<file path="config.mk">
export PLATFORM = sky130hd
export DESIGN_NAME = variable_record_ring_buffer
export DESIGN_NICKNAME = d
export VERILOG_FILES = /design/src/vrrb_pkg.sv /design/src/vrrb_regs.sv /design/src/vrrb_ctrl.sv /design/src/vrrb_dp.sv /design/src/variable_record_ring_buffer.sv
export SDC_FILE = /design/constraint.sdc
export NUM_CORES = 1
export LEC_CHECK = 0
export ABC_AREA = 0
export BUFFER_PORTS_ARGS = -buffer_cell sky130_fd_sc_hd__buf_4
export CORE_MARGIN = 8
export CORE_UTILIZATION = 46
export CTS_CLUSTER_DIAMETER = 100
export DETAILED_ROUTE_END_ITERATION = 16
export PLACE_DENSITY = 0.79
export SKIP_LAST_GASP = 1
export SLEW_MARGIN = 20
export SYNTH_ARGS = -nofsm -noshare
export SYNTH_HDL_FRONTEND = slang
export SYNTH_SLANG_ARGS = --single-unit
</file>
<file path="constraint.sdc">
create_clock -name clk -period 5.9 [get_ports clk]
set_clock_uncertainty 0.1 [all_clocks]
set_input_delay 0.59 -clock clk [delete_from_list [all_inputs] [get_ports clk]]
set_output_delay 0.59 -clock clk [all_outputs]
set_load 0.02 [all_outputs]
</file>
<file path="src/vrrb_pkg.sv">
package vrrb_pkg;

  localparam int RING_MAX_BYTES   = 65536;
  localparam int HANDLE_BYTES     = 4;
  localparam int CHUNK_MIN        = 2048;
  localparam int CHUNK_MAX        = 65536;
  localparam int DRAIN_MAX_CHUNKS = 33;
  localparam int CNT_W            = $clog2(DRAIN_MAX_CHUNKS + 1);
  localparam int PADDR_W          = 4;

  localparam logic [1:0] CMD_QUERY  = 2'd0;
  localparam logic [1:0] CMD_COMMIT = 2'd1;
  localparam logic [1:0] CMD_DRAIN  = 2'd2;

  localparam logic [1:0] KIND_REPLY  = 2'd0;
  localparam logic [1:0] KIND_CHUNK  = 2'd1;
  localparam logic [1:0] KIND_STATUS = 2'd2;

  localparam logic [1:0] ST_OK       = 2'd0;
  localparam logic [1:0] ST_FULL     = 2'd1;
  localparam logic [1:0] ST_PAST_END = 2'd2;
  localparam logic [1:0] ST_MORE     = 2'd3;

  localparam logic [1:0] REG_RING    = 2'd0;
  localparam logic [1:0] REG_RESERVE = 2'd1;
  localparam logic [1:0] REG_CHUNK   = 2'd2;

  typedef struct packed {
    logic [1:0]  command;
    logic [14:0] event_bytes;
    logic [15:0] target_handle;
    logic        send_everything;
  } in_t;

  typedef struct packed {
    logic [1:0]  kind;
    logic [1:0]  status;
    logic [16:0] free_bytes;
    logic [15:0] handle_address;
    logic [15:0] handle_word;
    logic [15:0] chunk_address;
    logic [16:0] chunk_length;
    logic        last;
  } out_t;

  typedef struct packed {
    logic [16:0] ring_eff;
    logic [14:0] reserve;
    logic [16:0] chunk_eff;
  } cfg_t;

  typedef enum logic [3:0] {
    S_IDLE,
    S_QUERY,
    S_FREE,
    S_COMMIT,
    S_SETUP,
    S_CHUNK,
    S_FINAL,
    S_STATUS,
    S_UNUSED
  } state_t;

  typedef enum logic [3:0] {
    OP_NONE,
    OP_LATCH,
    OP_QUERY,
    OP_FREE,
    OP_COMMIT,
    OP_SETUP,
    OP_CHUNK,
    OP_FINAL,
    OP_STATUS,
    OP_UNUSED
  } op_t;

  typedef struct packed {
    op_t op;
  } ctl_t;

  typedef struct packed {
    logic [1:0] in_cmd;
    logic       loop_more;
    logic       final_emit;
    logic       slot_free;
  } dp_stat_t;

endpackage

</file>
<file path="src/vrrb_regs.sv">
module vrrb_regs (
  input  logic                          clk,
  input  logic                          rst_n,
  input  logic                          psel,
  input  logic                          penable,
  input  logic                          pwrite,
  input  logic [vrrb_pkg::PADDR_W-1:0]  paddr,
  input  logic [31:0]                   pwdata,
  output logic [31:0]                   prdata,
  output logic                          pready,
  output vrrb_pkg::cfg_t                cfg
);
  import vrrb_pkg::*;

  logic [16:0] ring_r;
  logic [14:0] reserve_r;
  logic [16:0] chunk_r;
  logic        wr_en;

  assign pready = 1'b1;
  assign wr_en  = psel && penable && pwrite;

  always_ff @(posedge clk) begin
    if (!rst_n) begin
      ring_r    <= 17'(RING_MAX_BYTES);
      reserve_r <= 15'd8200;
      chunk_r   <= 17'd8192;
    end else if (wr_en) begin
      unique case (paddr[3:2])
        REG_RING:    ring_r    <= pwdata[16:0];
        REG_RESERVE: reserve_r <= pwdata[14:0];
        REG_CHUNK:   chunk_r   <= pwdata[16:0];
        default: begin
        end
      endcase
    end
  end

  always_comb begin
    unique case (paddr[3:2])
      REG_RING:    prdata = {15'd0, ring_r};
      REG_RESERVE: prdata = {17'd0, reserve_r};
      REG_CHUNK:   prdata = {15'd0, chunk_r};
      default:     prdata = '0;
    endcase
  end

  // clamped views used by the datapath
  always_comb begin
    cfg.ring_eff  = (ring_r > 17'(RING_MAX_BYTES)) ? 17'(RING_MAX_BYTES) : ring_r;
    cfg.reserve   = reserve_r;
    cfg.chunk_eff = chunk_r;
    if (chunk_r < 17'(CHUNK_MIN)) cfg.chunk_eff = 17'(CHUNK_MIN);
    if (chunk_r > 17'(CHUNK_MAX)) cfg.chunk_eff = 17'(CHUNK_MAX);
  end

endmodule

</file>
<file path="src/vrrb_ctrl.sv">
module vrrb_ctrl (
  input  logic               clk,
  input  logic               rst_n,
  input  logic               in_valid,
  output logic               in_ready,
  input  vrrb_pkg::dp_stat_t stat,
  output vrrb_pkg::ctl_t     ctl
);
  import vrrb_pkg::*;

  state_t state_r, state_nxt;

  always_ff @(posedge clk) begin
    if (!rst_n) begin
      state_r <= S_IDLE;
    end else begin
      state_r <= state_nxt;
    end
  end

  always_comb begin
    state_nxt = state_r;
    ctl.op    = OP_NONE;
    in_ready  = 1'b0;
    unique case (state_r)
      S_IDLE: begin
        in_ready = 1'b1;
        if (in_valid) begin
          ctl.op = OP_LATCH;
          unique case (stat.in_cmd)
            CMD_QUERY:  state_nxt = S_QUERY;
            CMD_COMMIT: state_nxt = S_FREE;
            CMD_DRAIN:  state_nxt = S_SETUP;
            default:    state_nxt = S_UNUSED;
          endcase
        end
      end
      S_QUERY: begin
        if (stat.slot_free) begin
          ctl.op    = OP_QUERY;
          state_nxt = S_IDLE;
        end
      end
      S_FREE: begin
        ctl.op    = OP_FREE;
        state_nxt = S_COMMIT;
      end
      S_COMMIT: begin
        if (stat.slot_free) begin
          ctl.op    = OP_COMMIT;
          state_nxt = S_IDLE;
        end
      end
      S_SETUP: begin
        ctl.op    = OP_SETUP;
        state_nxt = S_CHUNK;
      end
      S_CHUNK: begin
        if (stat.loop_more) begin
          if (stat.slot_free) ctl.op = OP_CHUNK;
        end else begin
          state_nxt = S_FINAL;
        end
      end
      S_FINAL: begin
        if (stat.final_emit) begin
          if (stat.slot_free) begin
            ctl.op    = OP_FINAL;
            state_nxt = S_STATUS;
          end
        end else begin
          state_nxt = S_STATUS;
        end
      end
      S_STATUS: begin
        if (stat.slot_free) begin
          ctl.op    = OP_STATUS;
          state_nxt = S_IDLE;
        end
      end
      S_UNUSED: begin
        if (stat.slot_free) begin
          ctl.op    = OP_UNUSED;
          state_nxt = S_IDLE;
        end
      end
      default: state_nxt = S_IDLE;
    endcase
  end

endmodule

</file>
<file path="src/vrrb_dp.sv">
module vrrb_dp (
  input  logic               clk,
  input  logic               rst_n,
  input  vrrb_pkg::cfg_t     cfg,
  input  vrrb_pkg::ctl_t     ctl,
  output vrrb_pkg::dp_stat_t stat,
  input  vrrb_pkg::in_t      in_data,
  output logic               out_valid,
  input  logic               out_ready,
  output vrrb_pkg::out_t     out_data
);
  import vrrb_pkg::*;

  logic signed [17:0] write_r, write_nxt;
  logic [16:0]        read_r, read_nxt;
  logic [17:0]        end_r, end_nxt;
  logic [CNT_W-1:0]   cnt_r, cnt_nxt;
  logic               out_valid_r;

  in_t                in_r;
  out_t               out_r, out_nxt;
  logic               out_load;
  logic [16:0]        fr_r, fr_nxt;
  logic [17:0]        ep_r, ep_nxt;
  logic signed [17:0] wp_r, wp_nxt;
  logic [16:0]        ch_r, ch_nxt;
  logic [17:0]        size_r, size_nxt;
  logic               go_r, go_nxt;

  logic signed [18:0] w_s, r_s, e_s, ring_s, rsv_s, ch_s, wp_s, ep_s;
  logic signed [18:0] f_s, wsum_s, sz_s;
  logic signed [17:0] wn;
  logic [16:0]        fr;
  logic [15:0]        szr;
  logic [17:0]        size_set;
  logic               go_set;
  logic [17:0]        addend;
  logic [18:0]        rsum;
  logic               wrap;

  assign w_s    = {write_r[17], write_r};
  assign r_s    = {2'b00, read_r};
  assign e_s    = {1'b0, end_r};
  assign ring_s = {2'b00, cfg.ring_eff};
  assign rsv_s  = {4'b0000, cfg.reserve};
  assign ch_s   = {2'b00, cfg.chunk_eff};
  assign wp_s   = {wp_r[17], wp_r};
  assign ep_s   = {1'b0, ep_r};

  // free space, with normalisation of a parked write offset
  always_comb begin
    wn  = write_r;
    f_s = '0;
    if (w_s >= r_s) begin
      f_s = ring_s - w_s;
    end else if (!write_r[17]) begin
      f_s = r_s - w_s;
    end else if (end_r == '0) begin
      wn  = '0;
      f_s = ring_s;
    end else if (read_r == '0) begin
      f_s = '0;
    end else begin
      wn  = '0;
      f_s = r_s;
    end
    fr = f_s[18] ? '0 : f_s[16:0];
  end

  // record length: handle word plus event padded to 8 bytes
  assign szr    = ({1'b0, in_r.event_bytes} + 16'd7) & ~16'd7;
  assign wsum_s = w_s + 19'(HANDLE_BYTES) + {3'b000, szr};

  always_comb begin
    go_set = 1'b1;
    sz_s   = '0;
    if (w_s == r_s) begin
      go_set = 1'b0;
    end else if (w_s > r_s) begin
      sz_s = w_s - r_s;
      if (sz_s < ch_s && !in_r.send_everything) go_set = 1'b0;
    end else begin
      sz_s = e_s - r_s;
    end
    size_set = sz_s[18] ? '0 : sz_s[17:0];
  end

  assign addend = (ctl.op == OP_FINAL) ? size_r : {1'b0, ch_r};
  assign rsum   = {2'b00, read_r} + {1'b0, addend};
  assign wrap   = (rsum == {1'b0, ep_r}) && (wp_s < ep_s);

  assign stat.in_cmd     = in_data.command;
  assign stat.loop_more  = go_r && (size_r > {1'b0, ch_r})
                           && (cnt_r < CNT_W'(DRAIN_MAX_CHUNKS));
  assign stat.final_emit = go_r && (size_r <= {1'b0, ch_r})
                           && (in_r.send_everything || (wp_s < r_s));
  assign stat.slot_free  = !out_valid_r || out_ready;

  always_comb begin
    write_nxt = write_r;
    read_nxt  = read_r;
    end_nxt   = end_r;
    cnt_nxt   = cnt_r;
    fr_nxt    = fr_r;
    ep_nxt    = ep_r;
    wp_nxt    = wp_r;
    ch_nxt    = ch_r;
    size_nxt  = size_r;
    go_nxt    = go_r;
    out_load  = 1'b0;
    out_nxt   = '0;
    case (ctl.op)
      OP_QUERY: begin
        write_nxt          = wn;
        out_load           = 1'b1;
        out_nxt.kind       = KIND_REPLY;
        out_nxt.status     = ST_OK;
        out_nxt.free_bytes = fr;
        out_nxt.last       = 1'b1;
      end
      OP_FREE: begin
        write_nxt = wn;
        fr_nxt    = fr;
      end
      OP_COMMIT: begin
        out_load           = 1'b1;
        out_nxt.kind       = KIND_REPLY;
        out_nxt.free_bytes = fr_r;
        out_nxt.last       = 1'b1;
        if (fr_r < {2'b00, cfg.reserve}) begin
          out_nxt.status = ST_FULL;
        end else begin
          out_nxt.handle_address = write_r[15:0];
          out_nxt.handle_word    = in_r.target_handle;
          out_nxt.status         = (wsum_s > ring_s) ? ST_PAST_END : ST_OK;
          if (wsum_s > e_s) end_nxt = wsum_s[17:0];
          if (ring_s - wsum_s < rsv_s) begin
            write_nxt = (read_r == '0) ? '1 : '0;
          end else begin
            write_nxt = wsum_s[17:0];
          end
        end
      end
      OP_SETUP: begin
        ep_nxt   = end_r;
        wp_nxt   = write_r;
        ch_nxt   = cfg.chunk_eff;
        cnt_nxt  = '0;
        size_nxt = size_set;
        go_nxt   = go_set;
      end
      OP_CHUNK: begin
        out_load              = 1'b1;
        out_nxt.kind          = KIND_CHUNK;
        out_nxt.chunk_address = read_r[15:0];
        out_nxt.chunk_length  = ch_r;
        read_nxt              = wrap ? '0 : rsum[16:0];
        if (wrap) end_nxt = '0;
        size_nxt = size_r - {1'b0, ch_r};
        cnt_nxt  = cnt_r + 1'b1;
      end
      OP_FINAL: begin
        out_load              = 1'b1;
        out_nxt.kind          = KIND_CHUNK;
        out_nxt.chunk_address = read_r[15:0];
        out_nxt.chunk_length  = size_r[16:0];
        read_nxt              = wrap ? '0 : rsum[16:0];
        if (wrap) end_nxt = '0;
      end
      OP_STATUS: begin
        out_load     = 1'b1;
        out_nxt.kind = KIND_STATUS;
        out_nxt.last = 1'b1;
        if (go_r && !(wp_r[17] && end_r == '0) && (wp_s != r_s)) begin
          out_nxt.status = ST_MORE;
        end else begin
          out_nxt.status = ST_OK;
        end
      end
      OP_UNUSED: begin
        out_load     = 1'b1;
        out_nxt.kind = KIND_REPLY;
        out_nxt.last = 1'b1;
      end
      default: begin
      end
    endcase
  end

  always_ff @(posedge clk) begin
    if (!rst_n) begin
      write_r     <= '0;
      read_r      <= '0;
      end_r       <= '0;
      cnt_r       <= '0;
      out_valid_r <= 1'b0;
    end else begin
      write_r <= write_nxt;
      read_r  <= read_nxt;
      end_r   <= end_nxt;
      cnt_r   <= cnt_nxt;
      if (out_load) begin
        out_valid_r <= 1'b1;
      end else if (out_ready) begin
        out_valid_r <= 1'b0;
      end
    end
  end

  always_ff @(posedge clk) begin
    if (ctl.op == OP_LATCH) in_r <= in_data;
    if (out_load) out_r <= out_nxt;
    fr_r   <= fr_nxt;
    ep_r   <= ep_nxt;
    wp_r   <= wp_nxt;
    ch_r   <= ch_nxt;
    size_r <= size_nxt;
    go_r   <= go_nxt;
  end

  assign out_valid = out_valid_r;
  assign out_data  = out_r;

`ifndef SYNTHESIS
  a_park_only_minus_one: assert property (@(posedge clk) disable iff (!rst_n)
    write_r[17] |-> (&write_r))
    else $error("write offset negative but not parked");

  a_chunk_budget: assert property (@(posedge clk) disable iff (!rst_n)
    cnt_r <= CNT_W'(DRAIN_MAX_CHUNKS))
    else $error("drain chunk count beyond budget");

  a_load_shows: assert property (@(posedge clk) disable iff (!rst_n)
    out_load |=> out_valid_r)
    else $error("loaded result not presented");
`endif

endmodule

</file>
<file path="src/variable_record_ring_buffer.sv">
// Channel | Ports                          | Moves
// in      | in_valid in_ready in_data      | one request (query, commit, drain)
// out     | out_valid out_ready out_data   | result items, last marks the final one
// cfg     | psel penable pwrite paddr ...  | register writes and reads, pready tied high
//
// Query: latch, then reply. Commit: latch, free space, then pointer update and reply.
// Drain: latch, setup, the chunk loop for full chunks, a step to leave the loop, then the
// final piece and status; the chunk loop is the limit.
// Reset: synchronous, clears offsets, control and output valid; no clearing pass.
// A stalled out channel holds the sequencer; in is taken again only when idle.
module variable_record_ring_buffer (
  input  logic                          clk,
  input  logic                          rst_n,
  input  logic                          in_valid,
  output logic                          in_ready,
  input  vrrb_pkg::in_t                 in_data,
  output logic                          out_valid,
  input  logic                          out_ready,
  output vrrb_pkg::out_t                out_data,
  input  logic                          psel,
  input  logic                          penable,
  input  logic                          pwrite,
  input  logic [vrrb_pkg::PADDR_W-1:0]  paddr,
  input  logic [31:0]                   pwdata,
  output logic [31:0]                   prdata,
  output logic                          pready
);
  import vrrb_pkg::*;

  cfg_t     cfg;
  ctl_t     ctl;
  dp_stat_t stat;

  vrrb_regs u_regs (
    .clk     (clk),
    .rst_n   (rst_n),
    .psel    (psel),
    .penable (penable),
    .pwrite  (pwrite),
    .paddr   (paddr),
    .pwdata  (pwdata),
    .prdata  (prdata),
    .pready  (pready),
    .cfg     (cfg)
  );

  vrrb_ctrl u_ctrl (
    .clk      (clk),
    .rst_n    (rst_n),
    .in_valid (in_valid),
    .in_ready (in_ready),
    .stat     (stat),
    .ctl      (ctl)
  );

  vrrb_dp u_dp (
    .clk       (clk),
    .rst_n     (rst_n),
    .cfg       (cfg),
    .ctl       (ctl),
    .stat      (stat),
    .in_data   (in_data),
    .out_valid (out_valid),
    .out_ready (out_ready),
    .out_data  (out_data)
  );

endmodule

</file>
==> After elaboration in Yosys (flattened, before gate mapping) <==
Cells that the tools add are included.
{ "totals": {"ff_bits": 321, "latchBits": 0, "mem_bits_rw": 0, "romBits": 0, "word_cells": 185, "mem_count": 0} }
{ "op_classes": {"addsub": 11, "n_mul": 0, "n_div": 0, "n_lt_le_gt_ge": 15, "eq_ne": 34, "n_shift": 0, "muxes": 59, "n_bitwise": 1, "reduce_logical": 38} }
{ "op_table": {"columns": ["cell", "n"], "rows": [
  ["$mux W18", 12],
  ["$pmux W18 S2", 3],
  ["$mux W17", 6],
  ["$mux W19", 5],
  ["$pmux W33 S2", 1],
  ["$sub A18 B18 Y19", 3],
  ["$pmux W17 S3", 1],
  ["$mux W4", 9],
  ["$pmux W4 S9", 1],
  ["$gt A17 B17 Y1 const B", 2],
  ["$pmux W17 S2", 1],
  ["$eq A4 B3 Y1 const B", 8],
  ["$pmux W4 S6", 1],
  ["$add A17 B18 Y19", 1],
  ["$add A18 B4 Y19 const B", 1],
  ["$add A19 B16 Y19", 1],
  ["$eq A19 B18 Y1", 1],
  ["$gt A19 B18 Y1", 1],
  ["$gt A19 B19 Y1", 1],
  ["$lt A18 B19 Y1", 1],
  ["$lt A19 B16 Y1", 1],
  ["$lt A19 B18 Y1", 1],
  ["$sub A18 B17 Y19", 1],
  ["$sub A18 B19 Y19", 1],
  ["44 further kinds", 94]
]} }

==> Depth between registers and ports, before layout <==
{ "depth": {"word_depth": 12, "mapped_depth": 31, "mapped_depth_nobuf": 30} }

==> Modules after synthesis <==
A second synthesis with hierarchy kept.
{ "hier_totals": {"hier_cells": 2369, "area_unflattened_um2": 22355.2} }
{ "by_module_without_submodules": {"columns": ["mod", "n_inst", "cells_each", "area_each_um2"], "rows": [
  ["vrrb_dp", 1, 1985, 19140.9],
  ["vrrb_regs", 1, 329, 2775.2],
  ["vrrb_ctrl", 1, 55, 439.2]
]} }

==> Worst setup path before layout <==
Ideal clock, no wire load.
{ "synth_path": {"path_type": "reg-to-reg", "start": "register u_dp.in_r[19] in the netlist's numbering", "end": "register u_dp.write_r[10]", "setup_ps": 60, "arrival_time_ps": 5611, "t_required_ps": 5740, "slack_ps": 130, "path_stages_with_launch": 31, "n_path_buf": 1, "cell_sequence": "edfxtp_1 -> nor3_1 -> nand2b_1 -> xnor2_1 -> ha_1 -> nor2b_1 -> o31a_1 -> o21ai_0 -> nand2b_1 -> a21o_1 -> a21oi_1 -> xnor2_1 -> inv_1 -> ha_1 -> and4_1 -> nand2_1 -> a31o_2 -> nand3b_1 -> a21oi_1 -> xnor2_1 -> ha_1 -> o22ai_1 -> nor3_1 -> nor3_1 -> nand3_1 -> a21oi_1 -> and4bb_2 -> nand3_1 -> a211oi_1 -> buf_2 -> a221o_1"} }
{ "synth_between": {"elab_chain_len": 7} }
{ "synth_rtl": {"columns": ["element", "line", "source"], "rows": [
  ["start: declaration", "vrrb_dp.sv:20", "in_t in_r;"],
  ["start signal: assignment", "vrrb_dp.sv:211", "if (ctl.op == OP_LATCH) in_r <= in_data;"],
  ["$add A15 B3 Y16 *", "vrrb_dp.sv:71", "assign szr = ({1'b0, in_r.event_bytes} + 16'd7) & ~16'd7;"],
  ["$add A19 B16 Y19 *", "vrrb_dp.sv:72", "assign wsum_s = w_s + 19'(HANDLE_BYTES) + {3'b000, szr};"],
  ["$sub A18 B19 Y19", "vrrb_dp.sv:137", "if (ring_s - wsum_s < rsv_s) begin"],
  ["$lt A19 B16 Y1", "vrrb_dp.sv:137", null],
  ["$mux W18 *", "vrrb_dp.sv:137", null],
  ["$mux W18 *", "vrrb_dp.sv:130", "if (fr_r < {2'b00, cfg.reserve}) begin"],
  ["$pmux W18 S2 *", "vrrb_dp.sv:112", "case (ctl.op)"],
  ["end signal: assignment", "vrrb_dp.sv:198", "write_r <= write_nxt;"],
  ["end: declaration", "vrrb_dp.sv:14", "logic signed [17:0] write_r, write_nxt;"]
]} }
Every way passes the cells marked *; elsewhere a longest branch is shown, timed or not. The select of a mux whose other input is x is not followed.
A chain may end at the register's enable or synchronous reset.

==> Final worst setup path <==
{ "layout_path": {"start": "register u_dp.in_r[17] in the netlist's numbering", "end": "register u_dp.write_r[3]"} }
Same word-level chain as after synthesis.

==> key figures <==
STA
  – Final period util: 101.1%
  – Tightest Pin Transition: 1.161 ns
  – Final WS setup: -0.06552 ns
  – Fmax: 167.6 MHz
  – Final setup violating endpoints: 15
  – Max-slew violation count: 0
  – Hold Fails Final Rpt: 0
  – Crit path time final: 5.966 ns
  – RSZ-0062 raised after global routing: true
  – Hold_ws: 0.09190 ns
  – Relative slew margins: 22.39%

Pwr
  – NetSw: 4.968 mW
  – Total power: 11.80 mW
  – Internal: 6.827 mW
  – IR Drop Worst-Case VDD: 0.2440 mV
  – Leakage: 11.78 nW
  – Comb pwr share: 51.0%
  – Net Sw Frac: 42.12%
  – Flop pwr share: 28.5%
  – Clk network pwr share: 20.6%
  – Pwr dens: 420.7 nW/µm²

Worst hold path
  – Min-Delay Path Depth: 1
  – Hold Path End: u_dp.in_r[1]$_DFFE_PN_
  – Hold Crit Class: primary input to flip-flop
  – Worst min-delay path startpoint: in_data[1]

Setup path
  – Slowest stage cell on the critical path: edfxtp_1
  – Critical path arrival: 6.31 ns
  – Critical Path Start Type: flip-flop
  – Critical Path Max Stage Delay: 0.40 ns
  – Req. time, crit path: 6.24 ns
  – Crit-path max FO: 13
  – CP top delay family: compound AO/OA/AOI/OAI gates
  – Worst setup EP type: flip-flop
  – FF-to-FF path depth: 31
  – FF-to-FF Start: u_dp.in_r[17]$_DFFE_PN_
  – R2r endpoint: u_dp.write_r[3]$_SDFFE_PN0P_
  – CP Class: flip-flop to flip-flop
  – Crit path top cell by count: a21oi_2
  – Worst path bufs/invs: 3
  – Crit path launch: u_dp.in_r[17]$_DFFE_PN_
  – R2R Setup Slk: -0.07 ns

Floorplan
  – Num ports: 199
  – Initial core utilization: 46.50%
  – Die height: 238.2 µm
  – Num rows: 81
  – Core footprint: 48850 µm²
  – Die W: 238.2 µm
  – DIE AREA: 56750 µm²

Place
  – PortBufs: 165
  – Post-DP HPWL: 61110 µm
  – Cells after DPL: 3440
  – Placer Congestion: 1.053

CTS
  – CTS tree: built
  – CTS Buffer Depth: 3
  – Clock tree root driver cell: clkbuf_16
  – Clk pin slew, worst setup/hold paths: 0.06 ns
  – CTS sink cnt: 316
  – Clock Latency Late Sink: 0.58 ns
  – CTS Hold Bufs: 0
  – # H-tree levels: 2
  – CTS buffer count: 37

Global routing
  – Vias in the first global route: 20400
  – Global route total overflow: 0
  – Largest net degree at the start of global routing: 54
  – Tot GR Track Use: 26.70%
  – First-pass GRT wire length: 118200 µm
  – Initial antenna violation count: 0

Yosys
  – Sequential area share after synthesis: 36.88%
  – Cell count after synthesis: 2519
  – Synth Flop Type: edfxtp_1
  – Post-synth EDFFs: 205
  – Synth cell types: 91
  – Synth Register Bits: 316
  – Syn. warnings: 0
  – Fraction of registers with async set/reset: 0%
  – Netlist Area Pre-Place: 22720 µm²
  – Syn Area/Cell: 9.018 µm²

Detailed routing
  – DR pass1 iterations: 8
  – Post-Route WL: 80390 µm
  – DR iter-0 viols: 2239
  – Final antenna-violating net count: 0
  – Via count: 21480
  – DRC Markers: 0
  – Vias/cell: 6.099
  – WL/cell: 22.82 µm

Outcome
  – Outcome: complete, but fails checks
  – Failing checks: negative setup slack

Finish
  – Final net count: 3146
  – Synthesis-to-layout area growth: 23.43%
  – Ratio of cells with drive above 1 in the final layout: 20.08%
  – Non-Filler Instances: 3522
  – Max reg flops: 86
  – Diode count: 0

Flow run
  – Max_cap viols: 0
[worst reg2reg max path: cells and delay by family, from the launching register on]
kind / cells / cell delay (ns)
compound gates: 10 / 1.87
simple gates: 12 / 1.72
fa+ha+maj: 3 / 0.91
flops: 1 / 0.40
xor+xnor: 3 / 0.41
buf+inv: 3 / 0.41
[cell usage after synthesis, drive strengths merged (28+ instances only)]
| cell | n | share of area [%] |
|---|---|---|
| a211oi | 31 | 1.0 |
| edfxtp | 205 | 27 |
| o21a | 44 | 1.5 |
| nand4 | 28 | 0.80 |
| and3 | 50 | 1.4 |
| ha | 232 | 13 |
| mux2i | 38 | 1.7 |
| a21o | 55 | 1.8 |
| nor2 | 159 | 2.6 |
| nand2 | 286 | 4.7 |
| xnor2 | 68 | 2.6 |
| nand3 | 42 | 0.93 |
| nor3 | 38 | 0.86 |
| inv | 167 | 2.8 |
| o21ai | 182 | 4.0 |
| dfxtp | 111 | 9.8 |
| xor2 | 37 | 1.4 |
| a21oi | 184 | 4.1 |
| clkbuf | 87 | 1.4 |
| nand2b | 28 | 0.77 |
| buf | 35 | 1.0 |
| nor2b | 42 | 1.2 |
[what timing repair did]
action,CTS,global route
resized for setup,27,120
cloned,1,2
endpoints found under the hold margin,0,0
endpoints found under the setup margin,50,51
pin swaps,14,54
setup buffers,5,8
[worst max path at each step]
| stage | end | slack, ns | depth (start not counted) |
|---|---|---|---|
| after global routing | u_dp.write_r[3]$_SDFFE_PN0P_ | -0.37 | 32 |
| after detailed placement | u_dp.write_r[8]$_SDFFE_PN0P_ | -0.32 | 30 |
| after global placement | u_dp.write_r[10]$_SDFFE_PN0P_ | -0.07 | 30 |
| final | u_dp.write_r[3]$_SDFFE_PN0P_ | -0.07 | 31 |
| after floorplan | u_dp.write_r[10]$_SDFFE_PN0P_ | 0.13 | 30 |
| after CTS | u_dp.end_r[11]$_SDFFE_PN0P_ | 0.002 | 26 |
[metal layers]
metal	vias to the layer above	track usage [%]	wire [µm]
met3	291	4.049	6460
li1	9890	-	-
met5	-	0	0
met2	1121	42.36	36430
met4	0	16.93	5809
met1	10180	33.89	31690
[kinds of logic after synthesis]
logic type	after synthesis	share of synthesized area, %
simple gates	784	16.79
fa+ha+maj	239	13.40
other cells	2	0.03306
xor+xnor	111	4.643
flops	316	36.88
mux	44	1.972
buf+inv	289	5.255
compound gates	734	21.03
[metrics by stage]
| stage | utilization, % | cell area, µm² | worst slack, ns | TNS [ns] |
|---|---|---|---|---|
| after floorplan | - | 22770 | 0.1297 | 0 |
| after global placement | 52.90 | 25840 | -0.06881 | -1.207 |
| after detailed placement | 52.90 | 25840 | -0.3209 | -6.868 |
| after CTS | 55.88 | 27300 | 0.001741 | 0 |
| after global routing | 57.40 | 28040 | -0.3749 | -8.052 |
| final | 57.40 | 28040 | -0.06552 | -0.5316 |
[final cells by class]
cell class / instances / area, µm²
clock buffer: 41 / 940.9
clock inverter: 26 / 329.1
fill: 4209 / 20810
inverter: 167 / 626.9
multi-input combinational: 1928 / 13960
sequential: 316 / 8382
tap: 664 / 830.8
timing repair buffer: 380 / 2964
[placed cells by master (no fill, tap or decap), types with 12 or more instances in the layout]
cell type,netlist,layout
a21oi_1,184,172
or3_1,21,21
nor2b_1,42,40
xnor2_1,68,64
and3_1,50,49
nor4_1,23,21
mux2i_1,38,38
nand4_1,27,27
conb_1,2,16
o211ai_1,22,22
o21ai_1,5,13
xor2_1,37,34
edfxtp_1,205,205
o22ai_1,21,18
nand3_1,42,39
nor2_1,159,152
ha_1,232,217
nand2b_1,28,26
inv_1,167,166
nor3_1,37,34
buf_4,19,368
o31ai_1,19,19
nand2_1,286,285
a221o_1,16,16
ha_4,0,12
o21a_1,44,44
a21o_1,55,55
a31oi_1,25,24
dfxtp_1,111,108
clkbuf_16,0,39
a211oi_1,30,25
o21ai_0,177,163
[power groups by stage]
stage | Clock, mW | Combinational, mW | Sequential, mW
after floorplan | 0 | 3.34 | 3.59
after global placement | 0 | 5.53 | 3.36
after detailed placement | 0 | 5.67 | 3.38
after CTS | 2.46 | 5.75 | 3.34
after global routing | 2.53 | 6.46 | 3.39
final | 2.43 | 6.01 | 3.36
Power figures use the tool's default switching activity.
